`config.mk`:
```
export PLATFORM = sky130hd
export DESIGN_NAME = swm_cell
export DESIGN_NICKNAME = d
export VERILOG_FILES = /design/src/rtl/sliding_window_median_core_assert.svh /design/src/rtl/swm_pkg.sv /design/src/rtl/swm_cell.sv
export SDC_FILE = /design/constraint.sdc
export NUM_CORES = 1
export LEC_CHECK = 0
export BUFFER_PORTS_ARGS = -buffer_cell sky130_fd_sc_hd__buf_2
export CORE_UTILIZATION = 49
export CTS_BUF_LIST = sky130_fd_sc_hd__clkbuf_8
export DETAILED_ROUTE_END_ITERATION = 10
export PLACE_DENSITY = 0.89
export SYNTH_ARGS = -nofsm -noshare
export SYNTH_HDL_FRONTEND = slang
export SYNTH_SLANG_ARGS = --single-unit
export TNS_END_PERCENT = 5
```
`constraint.sdc`:
```
create_clock -name clk_i -period 7.8 [get_ports clk_i]
set_clock_uncertainty 0.1 [all_clocks]
set_input_delay 0 -clock clk_i [delete_from_list [all_inputs] [get_ports clk_i]]
set_output_delay 0 -clock clk_i [all_outputs]
set_load 0.01 [all_outputs]
```
`src/rtl/sliding_window_median_core_assert.svh`:
```
// ----------------------------------------------------------------------------
// sliding window median assertion macros
// concurrent checks clocked on clk_i, disabled while rst_ni is low
// ----------------------------------------------------------------------------
`ifndef SLIDING_WINDOW_MEDIAN_CORE_ASSERT_SVH
`define SLIDING_WINDOW_MEDIAN_CORE_ASSERT_SVH

// expression holds at every edge
`define SWM_ASSERT_ALWAYS(lbl, expr, msg) \
  lbl: assert property (@(posedge clk_i) disable iff (!rst_ni) (expr)) else $error(msg);

// consequent holds in the cycle after the antecedent
`define SWM_ASSERT_NEXT(lbl, ante, cons, msg) \
  lbl: assert property (@(posedge clk_i) disable iff (!rst_ni) (ante) |=> (cons)) else $error(msg);

`endif

```
`src/rtl/swm_pkg.sv`:
```
// ----------------------------------------------------------------------------
// swm_pkg
// shared constants and types of the sliding window median filter
// ----------------------------------------------------------------------------
package swm_pkg;

  localparam int WINDOW_MAX_DEF   = 64;
  localparam int SAMPLE_WIDTH_DEF = 32;
  localparam int CFG_W            = 7;
  localparam logic [CFG_W-1:0] LEN_RESET = 7'd3;

  // control shared by every cell of the row
  typedef struct packed {
    logic clr;
    logic push;
    logic remove;
    logic rem_left;
  } ctl_t;

endpackage

```
`src/rtl/swm_cell.sv`:
```
// ----------------------------------------------------------------------------
// swm_cell
// one sorted window slot: holds a sample, its age and a valid flag, and
// takes its next content from itself, a neighbor or the new sample
// ----------------------------------------------------------------------------
module swm_cell #(
  parameter int SAMPLE_WIDTH = swm_pkg::SAMPLE_WIDTH_DEF,
  parameter int IDX_W        = 6,
  parameter int INDEX        = 0
) (
  input  logic                           clk_i,
  input  logic                           rst_ni,
  input  swm_pkg::ctl_t                  ctl_i,
  input  logic signed [SAMPLE_WIDTH-1:0] x_i,
  input  logic [IDX_W-1:0]               tgt_age_i,
  input  logic [IDX_W-1:0]               med_idx_i,
  input  logic signed [SAMPLE_WIDTH-1:0] left_val_i,
  input  logic [IDX_W-1:0]               left_age_i,
  input  logic                           left_valid_i,
  input  logic                           left_le_i,
  input  logic signed [SAMPLE_WIDTH-1:0] right_val_i,
  input  logic [IDX_W-1:0]               right_age_i,
  input  logic                           right_valid_i,
  input  logic                           right_le_i,
  input  logic                           rem_i,
  input  logic                           rl_i,
  input  logic [SAMPLE_WIDTH-1:0]        med_i,
  output logic signed [SAMPLE_WIDTH-1:0] val_o,
  output logic [IDX_W-1:0]               age_o,
  output logic                           valid_o,
  output logic                           le_o,
  output logic                           rem_o,
  output logic                           rl_o,
  output logic [SAMPLE_WIDTH-1:0]        med_o
);
  import swm_pkg::*;

  typedef enum logic [1:0] {
    ACT_HOLD,
    ACT_LOAD,
    ACT_LEFT,
    ACT_RIGHT
  } act_e;

  logic signed [SAMPLE_WIDTH-1:0] val_q, val_d;
  logic [IDX_W-1:0]               age_q, age_d;
  logic                           valid_q, valid_d;
  logic                           le, rem, req, is_med;
  logic signed [SAMPLE_WIDTH-1:0] med_cand;
  act_e                           act;

  assign le     = valid_q && (val_q <= x_i);
  assign rem    = ctl_i.remove && valid_q && (age_q == tgt_age_i);
  assign req    = rem_i || rem;
  assign is_med = (med_idx_i == IDX_W'(INDEX));

  // slot position relative to insert point and removed slot
  always_comb begin
    act = ACT_HOLD;
    if (ctl_i.push) begin
      priority if (!ctl_i.remove) begin
        if (le)             act = ACT_HOLD;
        else if (left_le_i) act = ACT_LOAD;
        else                act = ACT_LEFT;
      end else if (ctl_i.rem_left) begin
        if (!req)            act = ACT_HOLD;
        else if (right_le_i) act = ACT_RIGHT;
        else if (le)         act = ACT_LOAD;
        else                 act = ACT_HOLD;
      end else begin
        if (le)             act = ACT_HOLD;
        else if (left_le_i) act = ACT_LOAD;
        else if (!rem_i)    act = ACT_LEFT;
        else                act = ACT_HOLD;
      end
    end
  end

  always_comb begin
    val_d   = val_q;
    age_d   = age_q;
    valid_d = valid_q;
    unique case (act)
      ACT_HOLD: begin
        if (ctl_i.push) age_d = age_q + 1'b1;
      end
      ACT_LOAD: begin
        val_d   = x_i;
        age_d   = '0;
        valid_d = 1'b1;
      end
      ACT_LEFT: begin
        val_d   = left_val_i;
        age_d   = left_age_i + 1'b1;
        valid_d = left_valid_i;
      end
      ACT_RIGHT: begin
        val_d   = right_val_i;
        age_d   = right_age_i + 1'b1;
        valid_d = right_valid_i;
      end
      default: begin
        val_d = val_q;
      end
    endcase
    if (ctl_i.clr) valid_d = 1'b0;
  end

  always_ff @(posedge clk_i or negedge rst_ni) begin
    if (!rst_ni) begin
      valid_q <= 1'b0;
      age_q   <= '0;
    end else begin
      valid_q <= valid_d;
      age_q   <= age_d;
    end
  end

  always_ff @(posedge clk_i) begin
    val_q <= val_d;
  end

  // median of window including the new sample, taken before the update
  always_comb begin
    if (le)             med_cand = val_q;
    else if (left_le_i) med_cand = x_i;
    else                med_cand = left_val_i;
  end

  assign med_o   = med_i | (is_med ? med_cand : '0);
  assign rem_o   = req;
  assign rl_o    = rl_i || (rem && le);
  assign val_o   = val_q;
  assign age_o   = age_q;
  assign valid_o = valid_q;
  assign le_o    = le;

endmodule

```
Yosys cells after proc, flatten, opt, wreduce, memory -nomap -nowiden

Cells that the tools add are included.

Multiply operators: 0
Div/mod/pow operators: 0
Add/sub/neg operators: 3
Eq/ne operators: 5
$lt $le $gt $ge: 1
Shifts and indexed selects: 0
Bitwise logic cells: 1
Multiplexer cells: 19
Reduce and logical (&&, ||, !) cells: 10

Operators by type and width:

| cell                                                             | number |
|---|---|
| 32-bit 2-to-1 mux                                                | 3 |
| 32-bit one-hot mux with 3 select lines                           | 1 |
| 32-bit less-or-equal comparator                                  | 1 |
| 32-bit bitwise OR                                                | 1 |
| 6-bit one-hot mux with 4 select lines                            | 1 |
| 2-bit 2-to-1 mux                                                 | 10 |
| 6-bit by 1-bit adder with 6-bit output (second input constant)   | 3 |
| 6-bit == test                                                    | 1 |
| 6-bit zero test                                                  | 1 |
| 6-bit 2-to-1 mux                                                 | 1 |
| 2-bit == test (second input constant)                            | 2 |
| 1-bit logical AND                                                | 4 |
| 4-bit nonzero test                                               | 1 |
| 1-bit one-hot mux with 3 select lines                            | 1 |
| 3-bit nonzero test                                               | 1 |
| 2-bit by 1-bit == test with 1-bit output (second input constant) | 1 |
| 2-bit zero test                                                  | 1 |
| 1-bit logical OR                                                 | 2 |
| 1-bit 2-to-1 mux                                                 | 2 |
| 2-bit != test (second input constant)                            | 1 |

Word-level logic and storage cells: 42
Flip-flop bits (word level): 39
Memories: 0
Latch bits: 0
Memory bits (read-only): 0
RAM bits: 0
Output and inout bits: 74

Longest topological paths before layout

Gate-level depths: netlist of the first run.

Word-level depth: 11
Mapped depth: 20
Mapped depth without buffers: 18

Least setup slack after synthesis of the first run

Ideal clock, no wire load.

Path type: reg2reg
Start point: register val_q[14], in the netlist val_o[14]
End point: register age_q[2], in the netlist age_o[2]
Data required time: 7.565 ns
Path buffers: 2
Clock period less this slack: 4.436 ns
Stages on the path, launching flop included: 20
Arrival time: 4.201 ns
Library setup time: 0.135 ns
Path slack: 3.364 ns
Cells stage by stage: edfxtp_1 > ha_1 > a21oi_1 > nand2_1 > a221o_1 > o311a_1 > nor4b_2 > buf_4 > nand4b_1 > and2_1 > ha_1 > clkbuf_1 > a21oi_1 > a221oi_1 > inv_1 > ha_1 > nand2_1 > mux2i_1 > a221oi_1 > o22ai_1

Word-level cells in the longest chain between the ends: 10
Elaborated cells between the ends (all ways): 16
Classes of those cells: order compare (1); eq/ne (4); mux (9); reduce/logical (2)

RTL lines:

| item                                                                   | line            | source |
|---|---|---|
| from (decl)                                                            | swm_cell.sv:45  | `logic signed [SAMPLE_WIDTH-1:0] val_q, val_d;` |
| from (signal assigned)                                                 | swm_cell.sv:120 | `val_q <= val_d;` |
| 32-bit less-or-equal comparator *                                      | swm_cell.sv:52  | `assign le = valid_q && (val_q <= x_i);` |
| 1-bit logical AND *                                                    | swm_cell.sv:52  |  |
| 1-bit 2-to-1 mux                                                       | swm_cell.sv:68  | `else if (le) act = ACT_LOAD;` |
| 2-bit 2-to-1 mux                                                       | swm_cell.sv:67  | `else if (right_le_i) act = ACT_RIGHT;` |
| 2-bit 2-to-1 mux                                                       | swm_cell.sv:66  | `if (!req) act = ACT_HOLD;` |
| 2-bit 2-to-1 mux                                                       | swm_cell.sv:65  | `end else if (ctl_i.rem_left) begin` |
| 2-bit 2-to-1 mux *                                                     | swm_cell.sv:61  | `priority if (!ctl_i.remove) begin` |
| 2-bit 2-to-1 mux *                                                     | swm_cell.sv:60  | `if (ctl_i.push) begin` |
| 2-bit == test (tied with other cells)                                  | swm_cell.sv:83  | `unique case (act)` |
| 6-bit one-hot mux with 4 select lines or 2-bit != test (tied branches) | -               |  |
| to (signal assigned)                                                   | swm_cell.sv:115 | `age_q <= age_d;` |
| to (decl)                                                              | swm_cell.sv:46  | `logic [IDX_W-1:0] age_q, age_d;` |

Every way passes the cells marked *; elsewhere a longest branch is shown, timed or not.
A chain may end at the register's enable or synchronous reset.

Worst setup path after layout of the first run

Same ends and word-level chain as after synthesis.

==> results of run 1 <==
-- cells in the final DEF, fill, tap and decap left out, types with 5 or more instances in the layout --
cell           instances
buf_2                237
dlygate4sd3_1         99
nand2_1               77
inv_1                 43
mux2i_1               34
ha_1                  34
a22oi_1               33
o21bai_1              32
edfxtp_1              32
mux2_2                31
a21oi_1               15
nor2_1                 9
nand4_1                8
dfrtp_1                7
xor2_1                 6
nor3_1                 5
nor4_1                 5
o22ai_1                5
clkbuf_8               5
-- state kept, by name, summed over array words and instances, names as in the netlist --
name	cells
valid_o	1
age_o	6
val_o	32
-- cell type report --
class | count | area (µm²)
multi-input combinational | 351 | 2654
timing repair buffer | 339 | 2200
fill | 512 | 1485
sequential | 39 | 1136
inverter | 43 | 161.4
tap | 102 | 127.6
clock buffer | 5 | 68.82
clock inverter | 3 | 15.01
-- worst min-delay path: stages --
cell	delay, ps
buf_2	80
a221oi_1	140
inv_1	100
o22ai_1	90
-- through the flow --
step | std cells | utilization [%] | hold WS (ps) | worst slack [ps] | area, µm²
final | 882 | 81.07 | 60.95 | 1715 | 6362
after global routing | 882 | 81.07 | 87.78 | 1232 | 6362
after CTS | 882 | 81.07 | 36.31 | 1892 | 6362
after detailed placement | 775 | 67.38 | -252.1 | 1909 | 5288
after global placement | 775 | 67.38 | -256.3 | 2125 | 5288
after floorplan | 459 | - | -395.6 | 3364 | 4053
-- cell families after synthesis --
kind of cell               after synthesis  share of synthesized area, %
DFF                                     39                         28.03
xor gates and xnor gates                 7                         1.513
adders and majority gates               35                         10.81
buffers and inverters                   69                         7.162
and+or+nand+nor                        125                         14.20
AOI/OAI and AO/OA                      119                         21.27
muxes                                   65                         17.01
-- final timing paths --
path / start / to / slack (ps) / cells past startpoint
max: val_o[14] / age_o[2] / 1710 / 16
min: right_age_i[0] / age_o[0] / 60 / 4
max reg2reg: val_o[14] / age_o[2] / 1710 / 16
min reg2reg: age_o[3] / age_o[3] / 480 / 2
max in group asynchronous: rst_ni / age_o[1] / 6730 / 3
min in group asynchronous: rst_ni / age_o[0] / 590 / 3
-- report_power, final --
part | internal [µW] | switching [µW]
sequential | 264 | 31.8
clock | 61.8 | 80.2
combinational | 204 | 219
-- repair_timing --
| item | 4_1_cts | 5_1_grt |
|---|---|---|
| gates resized for setup | 0 | 0 |
| endpoints found under the hold margin | 43 | 0 |
| hold buffers | 99 | 0 |
-- metal layers --
metal,GRT usage (%),part of all wire [%],vias to the layer above
li1,-,-,2331
met1,38.88,35,2415
met2,70.83,52,369
met3,7.635,6.9,97
met4,26.28,5.5,0
met5,0,0,-
==> flow_summary.toml, run 1 <==
[setup_path]
critPathKind = "flop to flop"
slowest_delay_ps = 950
path_cells = "ha_1 -> a21oi_1 -> nand2_1 -> a221o_1 -> o311a_1 -> nor4b_4 -> buf_4 -> o21bai_1 -> ha_2 -> a21oi_4 -> a221oi_1 -> inv_1 -> ha_1 -> mux2i_1 -> a221oi_1 -> o22ai_1"
end_kind = "flop"
start_kind = "flop"
cp_max_fo = 45
crit_required_ps = 7880
cpMaxStageDelayCell = "a21oi_4"
crit_buf_inv = 2
arrival_ps = 6160
crit_family = "compound AO/OA/AOI/OAI gates"

[synthesis]
async_flop_share_pct = 17.95
synthDistinctLibCells = 52
synth.avg_cell_area_um2 = 8.829
synth_nets = 658
synth_area_leaders = "edfxtp_1 (24%), ha_1 (11%), mux2_2 (8.6%)"
synth-seq-cells = 39
synth_flop_cell = "edfxtp_1"
synth_common_cells = "nand2_1 (77), inv_1 (42), ha_1 (35)"
yosys.area.top_type = "edfxtp_1"
yosys_warnings = 0
synth.top_cell.area_share_pct = 23.71
syn_area_um2 = 4053
synth.most_common_cell = "nand2_1"
synth_edf_count = 32
synth_cells = 459
seq_area_frac_synth_pct = 28.03

[timing]
period_needed_ps = 6085
period_share_pct = 78.02
rsz0062_at_grt = "false"
fmax_ghz = 0.1643
maxSlewHeadroom_pct = 11.03
finalMaxSlewViolations = 0
fin_setup_tns_ps = 0
tightest_slew_ps = 1331
hold_viol_final = 0
setup_viol = 0

[finish]
nets = 978
drive_gt1_share_pct = 36.15
diodes = 0
syn_to_final_growth_pct = 56.99

[global_route]
grt_pass1_wl_mm = 25.79
grt_util_all_layers_pct = 38.57
grt_pass1_vias = 5533
grt_max_degree = 46
antenna_found_initial = 0
overflow = 0

[detailed_routing]
wl_per_cell_um = 19.17
viasPerCell = 5.909
drc = 0
drtAntennaViolNets = 0
dr_total_vias = 5212
dr.pass1.iters = 5
wirelength_mm = 16.91
drt_first_iter_violations = 250

[floorplan]
die_x_um = 92.95
die_y_um = 92.95
die_area_um2 = 8639
start_util_pct = 51.64
rows = 32
core_area_um2 = 7848
ios = 238

[power_and_ir_drop]
irDropWorstVdd_mv = 0.09669
powerDensity_nw_per_um2 = 135.4
p_leak_uw = 0.003043
total_power_uw = 861.5

[cts]
cts.clk_slew.worst_paths_ps = 90
clk_latency_ps = 290
post-cts-setup-buffers = 0
tritoncts = "done"
cts_root_buf = "clkbuf_8"
numCtsBuffers = 5
cts.sinks = 39
clk_path_buf_depth = 2
h-tree-depth = 2

[status]
status = "finished, final reports clean"

[placed_design]
finalWeightedCongestion = 0.8920
dp_hpwl_mm = 10.50
portBuffers = 237

[worst_hold_path]
hp-class = "input port to flop"

[flow_run]
cap_violations = 0
Note: power is estimated with default switching activity, not from simulation.
==> run 2, diff against run 1 <==
--- a/config.mk
+++ b/config.mk
@@ -6,10 +6,10 @@
 export NUM_CORES = 1
 export LEC_CHECK = 0
 export BUFFER_PORTS_ARGS = -buffer_cell sky130_fd_sc_hd__buf_2
-export CORE_UTILIZATION = 49
+export CORE_UTILIZATION = 41
 export CTS_BUF_LIST = sky130_fd_sc_hd__clkbuf_8
 export DETAILED_ROUTE_END_ITERATION = 10
-export PLACE_DENSITY = 0.89
+export PLACE_DENSITY = 0.79
 export SYNTH_ARGS = -nofsm -noshare
 export SYNTH_HDL_FRONTEND = slang
 export SYNTH_SLANG_ARGS = --single-unit
==> constraint.sdc (replaced) <==
create_clock -name clk_i -period 5.1 [get_ports clk_i]
set_clock_uncertainty 0.1 [all_clocks]
set_input_delay 0 -clock clk_i [delete_from_list [all_inputs] [get_ports clk_i]]
set_output_delay 0 -clock clk_i [all_outputs]
set_load 0.01 [all_outputs]
==> flow_summary.toml, run 2 (synthesized netlist as in run 1, its figures left out) <==
[status]
status = "finished, final reports clean"

[cts]
cts_resized = 0
clk_latency_ps = 300
h-tree-depth = 2
clk_path_buf_depth = 2
cts_root_buf = "clkbuf_8"
tritoncts = "done"
cts.clk_slew.worst_paths_ps = 80
numCtsBuffers = 5
cts.sinks = 39

[global_route]
overflow = 0
grt_util_all_layers_pct = 28.94
antenna_found_initial = 0
grt_pass1_vias = 4871
grt_pass1_wl_mm = 23.19
grt_max_degree = 37

[power_and_ir_drop]
irDropWorstVdd_mv = 0.1161
p_leak_uw = 0.003065
total_power_uw = 1290
powerDensity_nw_per_um2 = 201.2

[placed_design]
dp_hpwl_mm = 10.42
finalWeightedCongestion = 0.8715
place_inst = 804
portBuffers = 237

[setup_path]
end_kind = "flop"
cp_max_fo = 27
crit_required_ps = 5050
path_cells = "ha_1 -> a21oi_1 -> o21ai_1 -> a221o_1 -> o311a_1 -> nor4b_4 -> o21ai_1 -> and2_1 -> ha_2 -> buf_4 -> a22oi_1 -> dlygate4sd3_1 -> nand2_1 -> dlygate4sd3_1"
slowest_delay_ps = 620
cpMaxStageDelayCell = "dlygate4sd3_1"
start_kind = "flop"
critPathKind = "flop to flop"
reg2reg_depth = 14
r2r-end = "val_o[5]"
reg2reg_slack_ps = 310
timing.rr.start = "val_o[7]"
arrival_ps = 4740
crit_buf_inv = 3
crit_family = "compound AO/OA/AOI/OAI gates"

[finish]
diodes = 0
final_core_util_pct = 68.11
syn_to_final_growth_pct = 58.23
final_common_cell = "buf_2"
nets = 981
fillers = 736
largest_reg_flops = 32
finalNonFillerCells = 912
drive_gt1_share_pct = 36.27
layout_common_cells = "buf_2 (237), dlygate4sd3_1 (98), nand2_1 (77)"
seqCellArea_um2 = 1136
multi_input_area_um2 = 2654

[worst_hold_path]
hp-class = "input port to flop"
min_path_cells = 4
hold_path_startpoint = "right_age_i[0]"
hold_end = "age_o[0]"

[detailed_routing]
wl_per_cell_um = 16.82
drt_first_iter_violations = 221
drtAntennaViolNets = 0
dr.pass1.iters = 5
viasPerCell = 5.439
drc = 0
wirelength_mm = 15.34
dr_total_vias = 4960

[floorplan]
start_util_pct = 43.04
core_area_um2 = 9415
ios = 238
die_x_um = 101.4
die_area_um2 = 10290
die_y_um = 101.4
rows = 35

[timing]
tightest_slew_ps = 1253
period_needed_ps = 4789
rsz0062_at_grt = "false"
maxSlewHeadroom_pct = 16.27
fmax_ghz = 0.2088
period_share_pct = 93.90
hold_ws_ps = 35.46
fin_setup_tns_ps = 0
hold_viol_final = 0
finalMaxSlewViolations = 0
setup_viol = 0

[flow_run]
cap_violations = 0
==> run 2: cell types whose count changed in the layout (fill, tap and decap cells not counted), sizes merged <==
cell         previous run  this run
buf                   240       244
clkinv                  2         1
dlygate4sd3            99        98
inv                    44        45
==> run 2: routing by layer <==
layer / share of wire [%] / vias up / track usage, %
met3: 6.7 / 36 / 3.934
met5: 0 / - / 0
met4: 2.5 / 0 / 10.14
li1: - / 2347 / -
met2: 52 / 272 / 53.95
met1: 39 / 2305 / 33.77
==> run 2: cell type report <==
class                   instances  area share (%)
well taps                     129           2.517
inverters                      43           2.517
multi-input cells             351           41.39
clock inverters                 3          0.1756
flip-flops and latches         39           17.72
clock buffers                   5           1.073
repair buffers                342           34.61
==> run 2: how the worst max path moves through the flow <==
stage | startpoint | end | slack, ps | cells past startpoint
2_1_floorplan | val_o[14] | age_o[2] | 660 | 19
3_3_place_gp | val_o[14] | age_o[2] | 640 | 17
3_5_place_dp | val_o[31] | age_o[2] | 480 | 17
4_1_cts | val_o[31] | val_o[9] | 250 | 14
5_1_grt | val_o[31] | val_o[5] | 70 | 14
6_report | val_o[7] | val_o[5] | 310 | 14
==> run 2: through the flow <==
| step | area [µm²] | setup slack, ps |
|---|---|---|
| global placement | 5336 | 636.2 |
| finish | 6412 | 311.3 |
| detailed placement | 5336 | 482.8 |
| CTS | 6397 | 253.6 |
| global route | 6412 | 73.30 |
| floorplan | 4053 | 663.9 |
==> run 2: timing repair <==
item,in CTS,in global routing
hold buffers,98,0
hold endpoints to repair,45,0
setup endpoints to repair,0,17
setup buffers,0,2
==> run 2: worst min-delay path, stage by stage <==
cell,delay (ps)
buf_2,80
a221oi_1,130
inv_1,90
o22ai_1,80
==> run 2: power breakdown <==
group / leakage [µW] / total, µW / internal (µW) / switching (µW)
registers: 0.000394 / 450 / 405 / 45.7
logic: 0.00262 / 635 / 313 / 322
clock network: 0.0000519 / 205 / 91.5 / 114
==> run 3, diff against run 2 <==
--- a/config.mk
+++ b/config.mk
@@ -7,7 +7,6 @@
 export LEC_CHECK = 0
 export BUFFER_PORTS_ARGS = -buffer_cell sky130_fd_sc_hd__buf_2
 export CORE_UTILIZATION = 41
-export CTS_BUF_LIST = sky130_fd_sc_hd__clkbuf_8
 export DETAILED_ROUTE_END_ITERATION = 10
 export PLACE_DENSITY = 0.79
 export SYNTH_ARGS = -nofsm -noshare
==> flow_summary.toml, run 3 (synthesized netlist as in run 1, its figures left out) <==
[timing]
finalMaxSlewViolations = 0
fmax_ghz = 0.2096
fin_setup_tns_ps = 0
rsz0062_at_grt = "false"
tightest_slew_ps = 1252
hold_ws_ps = 41.06
period_needed_ps = 4771
maxSlewHeadroom_pct = 16.30
setup_viol = 0
period_share_pct = 93.55
hold_viol_final = 0
timing.final.ws_setup_ps = 328.9

[floorplan]
die_x_um = 101.4
die_y_um = 101.4
die_area_um2 = 10290
rows = 35
start_util_pct = 43.04
ios = 238
core_area_um2 = 9415

[global_route]
grt_pass1_vias = 4871
grt_pass1_wl_mm = 23.19
overflow = 0
grt_util_all_layers_pct = 28.94
antenna_found_initial = 0
grt_max_degree = 37

[placed_design]
placed_cell_area_um2 = 5336
portBuffers = 237
dp_hpwl_mm = 10.42
dpl_worst_slack_ps = 482.8
finalWeightedCongestion = 0.8715

[setup_path]
crit_required_ps = 5050
cpMaxStageDelayCell = "dlygate4sd3_1"
arrival_ps = 4720
start_kind = "flop"
reg2reg_slack_ps = 330
path_cells = "ha_1 -> a21oi_1 -> o21ai_1 -> a221o_1 -> o311a_1 -> nor4b_4 -> o21ai_1 -> and2_1 -> ha_2 -> buf_4 -> a22oi_1 -> dlygate4sd3_1 -> nand2_1 -> dlygate4sd3_1"
cp_max_fo = 27
timing.rr.start = "val_o[7]"
end_kind = "flop"
slowest_delay_ps = 620
r2r-end = "val_o[5]"
critPathKind = "flop to flop"
reg2reg_depth = 14

[power_and_ir_drop]
p_int_uw = 814.8
p_leak_uw = 0.003052
powerDensity_nw_per_um2 = 201.9
swShare_pct = 37.06
power_frac_comb_pct = 48.9
p_clk_share_pct = 16.3
switching_power_uw = 479.8
seq_power_share_pct = 34.8
irDropWorstVdd_mv = 0.1159

[finish]
diodes = 0
layout_common_cells = "buf_2 (237), dlygate4sd3_1 (98), nand2_1 (77)"
drive_gt1_share_pct = 36.27
largest_reg_flops = 32
syn_to_final_growth_pct = 58.23
nets = 981
final_common_cell = "buf_2"
final_area_um2 = 6412

[detailed_routing]
drtAntennaViolNets = 0
wirelength_mm = 15.30
dr_total_vias = 4922
drc = 0
dr.pass1.iters = 6
viasPerCell = 5.397
drt_first_iter_violations = 222
wl_per_cell_um = 16.78

[worst_hold_path]
hp-class = "input port to flop"
min_path_cells = 4
hold_path_startpoint = "right_age_i[0]"
hold_end = "age_o[0]"

[cts]
cts_resized = 0
tritoncts = "done"
clk_path_buf_depth = 2
cts.sinks = 39
h-tree-depth = 2
clk_latency_ps = 300
cts_root_buf = "clkbuf_8"
cts.clk_slew.worst_paths_ps = 80
numCtsBuffers = 5

[flow_run]
cap_violations = 0

[status]
status = "finished, final reports clean"
run 3: cell types whose count changed in the layout (fill, tap and decap cells not counted):
| cell | change |
|---|---|
| clkbuf_1 | +3 |
| inv_1 | -3 |
run 3: area by class of cell:
| class | instances | area (µm²) |
|---|---|---|
| tap | 129 | 161.4 |
| inverter | 43 | 161.4 |
| timing repair buffer | 342 | 2220 |
| fill | 736 | 3003 |
| multi-input combinational | 351 | 2654 |
| clock buffer | 8 | 80.08 |
| sequential | 39 | 1136 |
run 3: power by group through the flow:
stage / registers (µW) / clock network [µW] / logic, µW
floorplan: 468 / 0 / 308
global placement: 454 / 0 / 527
detailed placement: 457 / 0 / 538
CTS: 449 / 213 / 619
global route: 456 / 225 / 693
finish: 450 / 211 / 634
run 3: worst max-delay path by stage:
stage                         start  endpoint  slack (ps)  cells past startpoint
final                      val_o[7]  val_o[5]         330                     14
after floorplan           val_o[14]  age_o[2]         660                     19
after global placement    val_o[14]  age_o[2]         640                     17
after global routing      val_o[31]  val_o[5]          70                     14
after CTS                 val_o[31]  val_o[9]         250                     14
after detailed placement  val_o[31]  age_o[2]         480                     17
run 3: repair_timing:
item                       CTS  global route
hold buffers                98             0
hold endpoints to repair    45             0
buffers inserted             0             2
setup endpoints to repair    0            17
run 3: per-layer routing:
layer	up-vias	share of wire, %	track usage, %	routed length [µm]
met4	0	2.7	10.14	417
met5	-	0	0	0
met2	243	52	53.95	7981
met1	2287	39	33.77	5973
met3	44	6.1	3.934	930
li1	2348	-	-	-
run 3: stage by stage:
step	total power, µW	util (%)	cells
floorplan	775.6	-	459
global placement	980.3	56.68	804
detailed placement	994.8	56.68	804
CTS	1282	67.95	910
global route	1373	68.11	912
finish	1295	68.11	912
run 3: critical path: cells and delay by family (launching register included):
family	cells	cell delay, ps
AND/OR/NAND/NOR	3	620
adder cells (fa/ha/maj)	2	550
flip-flops	1	420
AO/OA/AOI/OAI	6	1410
buffers and inverters	3	1420
